===== config.mk =====
export PLATFORM = sky130hd
export DESIGN_NAME = mac_address_hash_filter
export DESIGN_NICKNAME = d
export VERILOG_FILES = /design/src/rtl/mahf_pkg.sv /design/src/rtl/mahf_hash.sv /design/src/rtl/mahf_tables.sv /design/src/rtl/mac_address_hash_filter.sv
export SDC_FILE = /design/constraint.sdc
export NUM_CORES = 1
export LEC_CHECK = 0
export BUFFER_PORTS_ARGS = -buffer_cell sky130_fd_sc_hd__buf_2
export CAP_MARGIN = 15
export CORE_ASPECT_RATIO = 0.7
export CORE_MARGIN = 2
export CORE_UTILIZATION = 55
export CTS_BUF_LIST = sky130_fd_sc_hd__clkbuf_4
export CTS_CLUSTER_SIZE = 16
export DETAILED_ROUTE_END_ITERATION = 6
export PLACE_DENSITY = 0.92
export SLEW_MARGIN = 0
export SYNTH_ARGS = -nofsm -noshare
export SYNTH_HDL_FRONTEND = slang
export SYNTH_SLANG_ARGS = --single-unit

===== constraint.sdc =====
create_clock -name clk -period 3.86 [get_ports clk]
set_clock_uncertainty 0.1 [all_clocks]
set_input_delay 0.193 -clock clk [delete_from_list [all_inputs] [get_ports clk]]
set_output_delay 0.193 -clock clk [all_outputs]
set_load 0.02 [all_outputs]

===== src/rtl/mahf_pkg.sv =====
// ----------------------------------------------------------------------------
// MAC address hash filter package
// Transaction types and the CRC-32 hash constants of the 64-bin filter.
// ----------------------------------------------------------------------------
package mahf_pkg;

    localparam int AddrBits   = 48;
    localparam int AddrBytes  = AddrBits / 8;
    localparam int BinBits    = 6;
    localparam int NumBins    = 1 << BinBits;
    localparam int CrcBits    = 32;
    localparam logic [CrcBits-1:0] CRC_PRESET = 32'hFFFF_FFFF;
    localparam logic [CrcBits-1:0] CRC_POLY   = 32'hEDB8_8320;
    localparam int GroupBit   = AddrBits - 8;

    typedef logic [BinBits-1:0] bin_t;
    typedef logic [NumBins-1:0] bins_t;

    typedef struct packed {
        logic [AddrBits-1:0] mac_addr;
        logic                entry_valid;
        logic                first_entry;
    } cmd_t;

    typedef struct packed {
        bin_t  bin_index;
        logic  is_multicast;
        bins_t unicast_table;
        bins_t multicast_table;
    } rsp_t;

    typedef struct packed {
        logic apply;
        logic clear;
        logic set;
        logic mcast;
        bin_t bin;
    } tbl_upd_t;

    // Reflected CRC-32 over the address bytes, first byte first, no final
    // inversion. Used only to build the constants below.
    function automatic logic [CrcBits-1:0] addr_crc(input logic [AddrBits-1:0] addr,
                                                    input logic [CrcBits-1:0] preset);
        logic [CrcBits-1:0] crc;
        crc = preset;
        for (int i = 0; i < AddrBytes; i++) begin
            crc[7:0] = crc[7:0] ^ addr[AddrBits-1-8*i -: 8];
            for (int b = 0; b < 8; b++) begin
                if (crc[0]) begin
                    crc = (crc >> 1) ^ CRC_POLY;
                end
                else begin
                    crc = crc >> 1;
                end
            end
        end
        return crc;
    endfunction

    // The CRC is linear in the address bits: each address bit flips a fixed
    // set of bin bits on top of the contribution of the preset.
    function automatic logic [AddrBits-1:0][BinBits-1:0] hash_columns();
        logic [AddrBits-1:0][BinBits-1:0] cols;
        logic [CrcBits-1:0]               crc;
        for (int i = 0; i < AddrBits; i++) begin
            crc     = addr_crc(AddrBits'(1) << i, '0);
            cols[i] = crc[CrcBits-1 -: BinBits];
        end
        return cols;
    endfunction

    localparam logic [AddrBits-1:0][BinBits-1:0] HASH_COLS = hash_columns();
    localparam bin_t HASH_PRESET =
        bin_t'(addr_crc('0, CRC_PRESET) >> (CrcBits - BinBits));

endpackage


===== src/rtl/mahf_hash.sv =====
// ----------------------------------------------------------------------------
// MAC address hash
// Computes the 6-bit bin, CRC-32 bits 31..26, of a 48-bit address as an XOR
// tree of the address bits.
// ----------------------------------------------------------------------------
module mahf_hash
    import mahf_pkg::*;
(
    input  logic [AddrBits-1:0] mac_addr,
    output bin_t                bin
);

    always_comb
    begin
        bin = HASH_PRESET;
        for (int i = 0; i < AddrBits; i++) begin
            if (mac_addr[i]) begin
                bin = bin ^ HASH_COLS[i];
            end
        end
    end

endmodule


===== src/rtl/mahf_tables.sv =====
// ----------------------------------------------------------------------------
// MAC address hash tables
// Holds the unicast and multicast 64-bin tables and applies one update per
// transaction: an optional clear, then the optional setting of one bin.
// ----------------------------------------------------------------------------
module mahf_tables
    import mahf_pkg::*;
(
    input  logic     clk,
    input  logic     rst_n,
    input  tbl_upd_t upd,
    output bins_t    unicast_table,
    output bins_t    multicast_table
);

    bins_t uni_reg;
    bins_t uni_next;
    bins_t mc_reg;
    bins_t mc_next;
    bins_t onehot;

    always_comb
    begin
        onehot   = bins_t'(1) << upd.bin;
        uni_next = upd.clear ? '0 : uni_reg;
        mc_next  = upd.clear ? '0 : mc_reg;
        if (upd.set) begin
            if (upd.mcast) begin
                mc_next = mc_next | onehot;
            end
            else begin
                uni_next = uni_next | onehot;
            end
        end
    end

    always_ff @(posedge clk or negedge rst_n)
    begin
        if (!rst_n) begin
            uni_reg <= '0;
            mc_reg  <= '0;
        end
        else if (upd.apply) begin
            uni_reg <= uni_next;
            mc_reg  <= mc_next;
        end
    end

    assign unicast_table   = uni_reg;
    assign multicast_table = mc_reg;

endmodule


===== src/rtl/mac_address_hash_filter.sv =====
// ----------------------------------------------------------------------------
// MAC address hash filter
// Builds the 64-bin unicast and multicast hash tables of a receive filter.
//
// The cmd channel carries one filter entry per transaction: a 48-bit address,
// first transmitted byte in bits 47..40, a valid flag, and a flag that clears
// both tables before the entry is applied. The rsp channel returns one
// transaction per entry with the hash bin, the class and both tables as they
// stand after the entry. Both channels use valid and stall.
// A transaction is registered at the input, hashed by an XOR tree and
// applied to the tables on its way into the result register, which it
// enters once that register is free; one entry is accepted every cycle
// while the receiver does not stall.
// When the receiver stalls, the result holds and the input stage takes one
// more entry before cmd_stall rises; cmd_stall depends on rsp_stall.
// Reset clears both tables and empties both stages.
// ----------------------------------------------------------------------------
module mac_address_hash_filter
    import mahf_pkg::*;
(
    input  logic clk,
    input  logic rst_n,
    input  logic cmd_valid,
    output logic cmd_stall,
    input  cmd_t cmd,
    output logic rsp_valid,
    input  logic rsp_stall,
    output rsp_t rsp
);

    logic     s1_valid_reg;
    logic     s1_valid_next;
    cmd_t     s1_reg;
    logic     rsp_valid_reg;
    logic     rsp_valid_next;
    bin_t     bin_reg;
    bin_t     bin_next;
    logic     mcast_reg;
    logic     mcast_next;
    logic     accept;
    logic     advance;
    bin_t     hash_bin;
    tbl_upd_t upd;
    bins_t    unicast_table;
    bins_t    multicast_table;

    assign advance   = s1_valid_reg && (!rsp_valid_reg || !rsp_stall);
    assign cmd_stall = s1_valid_reg && !advance;
    assign accept    = cmd_valid && !cmd_stall;

    assign s1_valid_next  = accept || (s1_valid_reg && !advance);
    assign rsp_valid_next = advance || (rsp_valid_reg && rsp_stall);

    mahf_hash u_hash (
        .mac_addr (s1_reg.mac_addr),
        .bin      (hash_bin)
    );

    always_comb
    begin
        upd.apply  = advance;
        upd.clear  = s1_reg.first_entry;
        upd.set    = s1_reg.entry_valid;
        upd.mcast  = s1_reg.mac_addr[GroupBit];
        upd.bin    = hash_bin;
        bin_next   = s1_reg.entry_valid ? hash_bin : '0;
        mcast_next = s1_reg.entry_valid && s1_reg.mac_addr[GroupBit];
    end

    mahf_tables u_tables (
        .clk             (clk),
        .rst_n           (rst_n),
        .upd             (upd),
        .unicast_table   (unicast_table),
        .multicast_table (multicast_table)
    );

    always_ff @(posedge clk or negedge rst_n)
    begin
        if (!rst_n) begin
            s1_valid_reg  <= 1'b0;
            rsp_valid_reg <= 1'b0;
        end
        else begin
            s1_valid_reg  <= s1_valid_next;
            rsp_valid_reg <= rsp_valid_next;
        end
    end

    always_ff @(posedge clk)
    begin
        if (accept) begin
            s1_reg <= cmd;
        end
        if (advance) begin
            bin_reg   <= bin_next;
            mcast_reg <= mcast_next;
        end
    end

    assign rsp_valid = rsp_valid_reg;

    always_comb
    begin
        rsp.bin_index       = bin_reg;
        rsp.is_multicast    = mcast_reg;
        rsp.unicast_table   = unicast_table;
        rsp.multicast_table = multicast_table;
    end

    a_stall_only_when_full: assert property (@(posedge clk) disable iff (!rst_n)
        cmd_stall |-> s1_valid_reg && rsp_valid_reg && rsp_stall)
        else $error("Input stalled while a stage was free.");

    a_clear_without_entry: assert property (@(posedge clk) disable iff (!rst_n)
        (advance && s1_reg.first_entry && !s1_reg.entry_valid)
        |=> (unicast_table == '0) && (multicast_table == '0))
        else $error("Tables not cleared by an invalid first entry.");

    a_bin_set: assert property (@(posedge clk) disable iff (!rst_n)
        (advance && s1_reg.entry_valid)
        |=> (mcast_reg ? multicast_table[bin_reg] : unicast_table[bin_reg]))
        else $error("Hash bin not set in the selected table.");

    a_tables_hold: assert property (@(posedge clk) disable iff (!rst_n)
        (rsp_valid_reg && rsp_stall)
        |=> $stable(unicast_table) && $stable(multicast_table) && $stable(bin_reg))
        else $error("Result changed while stalled.");

endmodule


---- After elaboration in Yosys (flattened, before gate mapping) ----
Cells that the tools add are included.
storage, ports and cells
  bits in registers ....................... 187
  bits in latches ......................... 0
  memory bits (writable) .................. 0
  memory bits (read-only) ................. 0
  word-level logic and storage cells ...... 119
  memories ................................ 0
operators by class
  $add $sub $neg .......................... 0
  multiply operators ...................... 0
  div/mod/pow operators ................... 0
  $lt $le $gt $ge ......................... 0
  eq/ne operators ......................... 0
  shift operators ......................... 1
  muxes and demuxes ....................... 51
  bitwise gates (word level) .............. 46
  reductions and logical operators ........ 12
operators by type and width
  operator                                           count
  two-way mux 64 bit                                 6
  OR 64 bit                                          2
  two-way mux 6 bit                                  19
  << shifter 1 x 6 -> 64 bit (first input constant)  1
  NOT 3 bit                                          20
  two-way mux 5 bit                                  10
  two-way mux 4 bit                                  6
  NOT 2 bit                                          11
  NOT 4 bit                                          5
  NOT 5 bit                                          4
  two-way mux 3 bit                                  4
  two-way mux 2 bit                                  3
  logical AND 1 bit                                  5
  NOT 4 -> 5 bit                                     1
  zero test 1 bit                                    4
  logical OR 1 bit                                   3
  two-way mux 1 bit                                  3
  NOT 1 bit                                          3

---- Longest topological paths before layout ----
Gate-level depths: netlist of the first run.
  word-level depth ........................ 93
  depth in mapped cells ................... 8
  mapped depth without buffers ............ 6

---- Hierarchy ----
A second synthesis of the first run with hierarchy kept.
unflattened totals
  cells, all modules ...................... 589
  area, all modules ....................... 8115.3 µm²
by module, submodules not included
  module                   times used  cells each  area an instance (µm²)
  mahf_tables              1           456         5509.0
  mac_address_hash_filter  1           73          1855.5
  mahf_hash                1           60          750.7

---- Least setup slack after synthesis of the first run ----
Ideal clock, no wire load.
  path kind ............................... reg2reg
  start point ............................. register s1_reg[34] (netlist name)
  end point ............................... register u_tables.mc_reg[51], in the netlist u_tables.multicast_table[51]
  library setup time ...................... 135 ps
  data arrival time ....................... 2471 ps
  required time ........................... 3625 ps
  setup slack ............................. 1154 ps
  cell stages (with the launch flop) ...... 8
  buffers on the path ..................... 1
  clock period less this slack ............ 2706 ps
  cell sequence ........................... edfxtp_1 -> xnor2_1 -> xnor3_1 -> xnor3_1 -> xnor2_2 -> mux2i_1 -> buf_2 -> o31ai_1
on the way
  word-level cells in the longest chain between the ends .. 26
  elaborated cells between the ends (all ways) .. 32
  those cells by class .................... 1 x shift; 17 x mux; 14 x bitwise
ends and longest elaborated chain
  item                                               RTL line                       source
  from (decl)                                        mac_address_hash_filter.sv:33  cmd_t s1_reg;
  from (signal assigned)                             mac_address_hash_filter.sv:93  s1_reg <= cmd;
  two-way mux 4 bit (*)                              mahf_hash.sv:17                if (mac_addr[i]) begin
  NOT 4 bit (no line)                                -
  two-way mux 5 bit (*)                              mahf_hash.sv:17
  two-way mux 6 bit (*)                              mahf_hash.sv:17
  two-way mux 4 bit (*)                              mahf_hash.sv:17
  two-way mux 5 bit (*)                              mahf_hash.sv:17
  two-way mux 6 bit (*)                              mahf_hash.sv:17
  NOT 3 bit (no line)                                -
  (+7 left out)                                      -
  two-way mux 6 bit (*)                              mahf_hash.sv:17
  NOT 5 bit (no line)                                -
  two-way mux 6 bit (*)                              mahf_hash.sv:17
  branches (longest 4 deep; another with NOT 3 bit)  -
  << shifter 1 x 6 -> 64 bit (*)                     mahf_tables.sv:24              onehot = bins_t'(1) << upd.bin;
  OR 64 bit (*)                                      mahf_tables.sv:29              mc_next = mc_next | onehot;
  two-way mux 64 bit (*)                             mahf_tables.sv:28              if (upd.mcast) begin
  two-way mux 64 bit (*)                             mahf_tables.sv:27              if (upd.set) begin
  to (signal assigned)                               mahf_tables.sv:45              mc_reg <= mc_next;
  to (decl)                                          mahf_tables.sv:18              bins_t mc_reg;
Every way passes the cells marked *.
A chain may end at the register's enable or synchronous reset.

---- Worst setup path after layout of the first run ----
  start point ............................. register s1_reg[15] (netlist name)
  end point ............................... register u_tables.mc_reg[38], in the netlist u_tables.multicast_table[38]
on the way
  word-level cells in the longest chain between the ends .. 49
  elaborated cells between the ends (all ways) .. 66
  those cells by class .................... 1 x shift; 34 x mux; 31 x bitwise
ends and longest elaborated chain
  item                                RTL line
  two-way mux 6 bit (*) (2 in a row)  mahf_hash.sv:17
  two-way mux 4 bit                   mahf_hash.sv:17
  NOT 1 bit (no line)                 -
  two-way mux 1 bit                   mahf_hash.sv:17
  NOT 2 bit (no line)                 -
  two-way mux 2 bit                   mahf_hash.sv:17
  NOT 3 bit (no line)                 -
  two-way mux 3 bit                   mahf_hash.sv:17
  (+32 left out)                      -
  NOT 2 bit (no line)                 -
  two-way mux 2 bit                   mahf_hash.sv:17
  NOT 3 bit (no line)                 -
  two-way mux 3 bit                   mahf_hash.sv:17
  << shifter 1 x 6 -> 64 bit (*)      mahf_tables.sv:24
  OR 64 bit (*)                       mahf_tables.sv:29
  two-way mux 64 bit (*)              mahf_tables.sv:28
  two-way mux 64 bit (*)              mahf_tables.sv:27
Every way passes the cells marked *; elsewhere a longest branch is shown, timed or not.

==> results of run 1 <==
==> cells in the final DEF (no fill, tap or decap), types with 3 or more instances in the layout <==
| cell type | count |
|---|---|
| and2_1 | 7 |
| buf_2 | 186 |
| buf_4 | 16 |
| clkbuf_4 | 17 |
| dfrtp_1 | 130 |
| dlygate4sd3_1 | 51 |
| edfxtp_1 | 54 |
| inv_1 | 3 |
| inv_6 | 6 |
| mux2i_4 | 8 |
| nand2_1 | 130 |
| nand3_1 | 4 |
| nand3_2 | 5 |
| nor2_1 | 3 |
| o31ai_1 | 126 |
| xnor2_1 | 35 |
| xnor2_2 | 3 |
| xnor3_1 | 11 |
| xor2_1 | 5 |
==> path summary, 6_finish.rpt <==
check,from,end,slack [ns]
max,s1_reg[15],u_tables.multicast_table[38],0.53
min,rst_n,u_tables.unicast_table[52],0.25
max reg2reg,s1_reg[15],u_tables.multicast_table[38],0.53
min reg2reg,u_tables.multicast_table[9],u_tables.multicast_table[9],0.39
max in group asynchronous,rst_n,u_tables.multicast_table[3],2.44
min in group clk,cmd[26],s1_reg[26],0.26
==> metrics by stage <==
step	instances	power (mW)	instance area (µm²)	utilization	setup WS, ns
4_1_cts	1021	6.24	9670	0.699	0.586
3_5_place_dp	938	5.18	8890	0.643	0.578
5_1_grt	1021	6.55	9670	0.699	0.309
6_report	1021	6.27	9670	0.699	0.528
2_1_floorplan	591	4.16	7720	-	1.15
3_3_place_gp	938	5.10	8890	0.643	0.759
==> timing repair <==
action | CTS | global route
hold endpoints to repair | 127 | 0
hold buffers | 51 | 0
setup buffers | 0 | 0
==> final cells by class <==
class                      instances  area [µm²]  share of cell area
multi-input combinational        358        2680               0.277
inverter                           2        7.51            0.000776
tap                              190         238              0.0246
timing repair buffer             255        1600               0.166
clock inverter                    15         140              0.0145
clock buffer                      17         128              0.0132
sequential                       184        4870               0.504
==> layer usage <==
layer | share of wire | GRT usage | vias up
met5 | 0 | 0 | -
met4 | 0.018 | 0.0897 | 0
met3 | 0.061 | 0.0531 | 27
met2 | 0.48 | 0.450 | 235
met1 | 0.44 | 0.373 | 2839
li1 | - | - | 2563
==> kinds of logic (layout without fill, tap and decap cells) <==
group,Yosys count,after routing,synth area share
flops,184,184,0.631
xor+xnor,62,62,0.108
compound gates,129,129,0.127
buf+inv,49,289,0.0335
mux,8,8,0.0123
simple gates,159,159,0.0877
==> synth_stat cells, drive strengths merged <==
cell         count
xor3             4
and3             1
nor3b            2
o31ai          128
dfrtp          130
nand2          131
xnor3           13
o21a             1
edfxtp          54
and2             9
nand2b           2
buf             25
xor2             6
clkbuf          20
mux2i            8
nor2             3
nor2b            2
nand3            9
xnor2           39
inv              2
dlygate4sd3      2
==> power breakdown <==
part	internal, mW	leakage (nW)	switching [mW]
clock network	0.338	0.150	0.693
logic	0.941	2.07	1.97
registers	2.22	2.33	0.110
==> key figures, run 1 <==
Run status
  • Status: completed

Timing
  • Worst slew margin: 0.297
  • RSZ-0062 raised after global routing: false
  • Setup TNS: 0 ns
  • Final Max Tran Viols: 0
  • Tcrit/Tclk final: 0.863
  • Tightest Pin Transition: 1.06 ns
  • Final Hold Vio Count: 0
  • Hold Worst Slack: 0.248 ns
  • Period minus WS final: 3.33 ns
  • Setup Viol. Count Final: 0
  • Fmax: 300 MHz

Clocking
  • Clk root buf: clkbuf_4
  • PostCTS Resize Cnt: 0
  • Latest clock arrival within the worst-skew pair: 0.53 ns
  • Count of clock tree sinks: 184
  • Clk slew on worst S/H paths: 0.16 ns
  • Bufs on Longest Clock Path: 2
  • CTS tree: done
  • CTS Buf Count: 17
  • H-tree depth: 4

Yosys
  • Top cells by area, synth: dfrtp_1 (42%), edfxtp_1 (21%), o31ai_1 (12%)
  • Synthesized area per cell: 13.1 µm²
  • Synth Register Bits: 184
  • Synth Instances: 591
  • Syn Nets: 645
  • Yosys cell types: 32
  • Sequential fraction of the synthesis area: 0.631
  • Synth area leader: dfrtp_1
  • Post-synth top area share: 0.421
  • Post-Syn Area: 7720 µm²
  • Yosys Warn Count: 0

Drt
  • DR pass1 iterations: 5
  • DR iter-0 viols: 384
  • Final wirelength: 20000 µm
  • Routed vias/inst: 5.55
  • DRC: 0
  • Vias: 5664
  • DR WL/cell: 19.6 µm
  • Antenna viol nets, final: 0

Run
  • Max Cap Violations: 0

Final layout
  • Layout cell share with drive strength beyond 1: 0.315
  • FILL cells: 979
  • Diodes inserted: 0
  • # nets final: 872
  • Layout area overhead: 25.3%

Global route
  • Largest net degree at the start of global routing: 81
  • All-Layer GR Usage: 0.272
  • First-pass GRT wire length: 31000 µm
  • GR Overflow Total: 0
  • Vias in the first global route: 5633
  • Initial antenna violation count: 0

Place
  • Global placement routability congestion: 0.776
  • Final HPWL DP: 12500 µm
  • Number of port buffers: 187

Min path
  • Worst min-delay path class: in -> async

Worst setup path
  • Worst path slowest cell: nand3_1
  • Startpoint types: flop
  • CP Class: reg -> reg
  • Data required time of the worst path: 4.18 ns
  • Arr. time, crit path: 3.65 ns
  • Delay-heaviest family, CP: XOR/XNOR gates
  • Buffers & Inverters on Critical Path: 0
  • CP max stage delay: 0.58 ns
  • R2R depth: 6
  • Cell depth of the worst setup path: 6
  • CP cell instances: xor3_2 -> xnor3_1 -> xnor3_2 -> xnor2_2 -> nand3_1 -> o31ai_1
  • Worst setup EP type: flop
  • Crit-path max FO: 16

Floorplanning
  • Die span in x: 146 µm
  • DIE HEIGHT: 103 µm
  • Initial Utilization: 0.558
  • Die area: 15000 µm²
  • Core Area: 13800 µm²
  • I/O Pins: 191
  • Rows: 36

Power and ir drop
  • Power per cell area: 648 nW/µm²
  • VDD IR-drop max: 0.000594 V
  • Lkg Pwr: 4.55 nW
(Power assumes the default switching activity.)
==> inputs of run 2 (changes only) <==
--- a/config.mk
+++ b/config.mk
@@ -5,15 +5,16 @@
 export SDC_FILE = /design/constraint.sdc
 export NUM_CORES = 1
 export LEC_CHECK = 0
+export ABC_AREA = 1
 export BUFFER_PORTS_ARGS = -buffer_cell sky130_fd_sc_hd__buf_2
 export CAP_MARGIN = 15
 export CORE_ASPECT_RATIO = 0.7
 export CORE_MARGIN = 2
-export CORE_UTILIZATION = 55
+export CORE_UTILIZATION = 57
 export CTS_BUF_LIST = sky130_fd_sc_hd__clkbuf_4
 export CTS_CLUSTER_SIZE = 16
 export DETAILED_ROUTE_END_ITERATION = 6
-export PLACE_DENSITY = 0.92
+export PLACE_DENSITY = 0.93
 export SLEW_MARGIN = 0
 export SYNTH_ARGS = -nofsm -noshare
 export SYNTH_HDL_FRONTEND = slang
==> key figures, run 2 <==
Final layout
  • FILL cells: 1137
  • Layout area overhead: 20.5%
  • # nets final: 1315
  • Commonest non-fill, non-tap cell in the layout: nand2_1
  • Diodes inserted: 0
  • Final Cell Area: 10800 µm²
  • Commonest cells after routing, fill and taps aside: nand2_1 (448), buf_2 (186), dfrtp_1 (130)
  • Layout cell share with drive strength beyond 1: 0.224

Global route
  • GR Overflow Total: 0
  • All-Layer GR Usage: 0.297
  • Initial antenna violation count: 0
  • Vias in the first global route: 7418
  • Largest net degree at the start of global routing: 88
  • First-pass GRT wire length: 38800 µm

Yosys
  • Sequential fraction of the synthesis area: 0.542
  • Post-synth ARST share: 0.707
  • Top cells by area, synth: dfrtp_1 (36%), nand2_1 (19%), edfxtp_1 (18%)
  • Synth area leader: dfrtp_1
  • Synth Instances: 1046
  • Synth cell count leaders: nand2_1 (450), dfrtp_1 (130), nand3_1 (90), nand4_1 (69), inv_1 (63)
  • Synthesized area per cell: 8.59 µm²
  • Yosys Warn Count: 0
  • Post-synth top area share: 0.362
  • Count leader, synth: nand2_1
  • Syn Nets: 1100
  • Yosys cell types: 29
  • Synth Register Bits: 184
  • EDFF count, synth: 54
  • Post-Syn Area: 8990 µm²
  • Synth Flop Type: dfrtp_1

Floorplanning
  • Rows: 38
  • Die area: 16800 µm²
  • Initial Utilization: 0.582
  • DIE HEIGHT: 109 µm
  • Die span in x: 154 µm
  • Core Area: 15500 µm²
  • I/O Pins: 191

Place
  • Global placement routability congestion: 0.914
  • Placed Area: 10000 µm²
  • Number of port buffers: 187
  • Final HPWL DP: 16300 µm

Worst setup path
  • R2R depth: 13
  • RR Startpoint: s1_reg[36]
  • Startpoint types: flop
  • Data required time of the worst path: 4.26 ns
  • Worst setup EP type: flop
  • Crit-path max FO: 8
  • Flop2flop setup slack: 1.01 ns
  • Arr. time, crit path: 3.25 ns
  • Reg2reg end: u_tables.multicast_table[6]
  • CP Class: reg -> reg

Power and ir drop
  • VDD IR-drop max: 0.000439 V
  • Net Sw Power: 2.07 mW
  • Internal power: 2.80 mW
  • Clk pwr share: 0.215
  • Power per cell area: 450 nW/µm²
  • Switching share of power: 0.425
  • Lkg Pwr: 6.14 nW
  • Comb power frac: 0.331
  • Reg power frac: 0.454

Run status
  • Violated checks: design-rule violations
  • Status: finished with violations

Drt
  • DR pass1 iterations: 7
  • DR WL/cell: 16.7 µm
  • DRC: 1
  • Final wirelength: 24700 µm
  • DR iter-0 viols: 809
  • Routed vias/inst: 5.50
  • Vias: 8114
  • Antenna viol nets, final: 0

Timing
  • Tightest Pin Transition: 1.01 ns
  • Hold Worst Slack: 0.227 ns
  • Setup TNS: 0 ns
  • Fmax: 351 MHz
  • RSZ-0062 raised after global routing: false
  • Worst slew margin: 0.325
  • Setup Viol. Count Final: 0
  • Final Hold Vio Count: 0
  • Final Max Tran Viols: 0
  • Period minus WS final: 2.85 ns
  • Tcrit/Tclk final: 0.738

Clocking
  • Count of clock tree sinks: 184
  • CTS Buf Count: 17
  • H-tree depth: 4
  • Clk slew on worst S/H paths: 0.18 ns
  • Clk root buf: clkbuf_4
  • CTS tree: done
  • Latest clock arrival within the worst-skew pair: 0.55 ns
  • Bufs on Longest Clock Path: 2

Min path
  • Worst min-delay path class: in -> async

Run
  • Max Cap Violations: 0
[run 2: per-layer routing]
metal / up-vias / share of wire / track usage / wire length, µm
met2: 462 / 0.46 / 0.447 / 11300
met3: 56 / 0.096 / 0.0644 / 2360
met5: - / 0 / 0 / 0
li1: 3797 / - / - / -
met1: 3799 / 0.43 / 0.434 / 10500
met4: 0 / 0.022 / 0.0948 / 536
[run 2: critical path, stage by stage, from the launching register on]
cell and delay (ns):
edfxtp_1 0.55, xnor2_1 0.42, inv_1 0.09, nand2_1 0.08, nand2_1 0.07, nand2_1 0.09, inv_1 0.05, nor2_2 0.10
nand2_1 0.06, nand2_1 0.23, nand4_1 0.20, nor2_2 0.49, nand4_1 0.16, nand2_1 0.11
[run 2: metrics by stage]
stage                     setup slack [ns]  power, mW  std cells   util
after floorplan                       1.77       3.40       1046      -
after global placement                1.23       3.74       1391  0.649
after CTS                             1.07       4.85       1474  0.700
final                                 1.01       4.88       1474  0.700
after global routing                 0.774       5.11       1474  0.700
after detailed placement              1.12       3.78       1391  0.649
[run 2: cells by family after synthesis]
kind of cell    share of synthesized area
simple gates                        0.345
compound gates                    0.00195
buf+inv                            0.0576
flops                               0.542
xor+xnor                           0.0526
[run 2: area by class of cell]
class	instances	area (µm²)	area share
timing repair buffer	248	1520	0.141
multi-input combinational	737	3620	0.334
sequential	184	4870	0.450
clock inverter	15	156	0.0144
tap	200	250	0.0231
inverter	73	274	0.0253
clock buffer	17	128	0.0118
[run 2: worst max-delay path by stage]
| stage | start | endpoint | slack, ns |
|---|---|---|---|
| final | s1_reg[36] | u_tables.multicast_table[6] | 1.01 |
| after global routing | s1_reg[36] | u_tables.unicast_table[6] | 0.77 |
| after CTS | s1_reg[36] | u_tables.unicast_table[54] | 1.07 |
| after detailed placement | s1_reg[36] | u_tables.multicast_table[6] | 1.12 |
| after global placement | s1_reg[36] | u_tables.multicast_table[22] | 1.23 |
| after floorplan | s1_reg[16] | bin_reg[5] | 1.77 |
[run 2: timing repair]
| action | 4_1_cts | 5_1_grt |
|---|---|---|
| hold endpoints to repair | 130 | 0 |
| resized for setup | 0 | 0 |
| buffers inserted | 0 | 0 |
| hold buffers | 51 | 0 |
[run 2: power by group through the flow]
| stage | clock (mW) | sequential (mW) | combinational, mW |
|---|---|---|---|
| after floorplan | 0 | 2.30 | 1.10 |
| after global placement | 0 | 2.24 | 1.50 |
| after detailed placement | 0 | 2.24 | 1.53 |
| after CTS | 1.06 | 2.21 | 1.58 |
| after global routing | 1.15 | 2.22 | 1.74 |
| final | 1.05 | 2.21 | 1.61 |
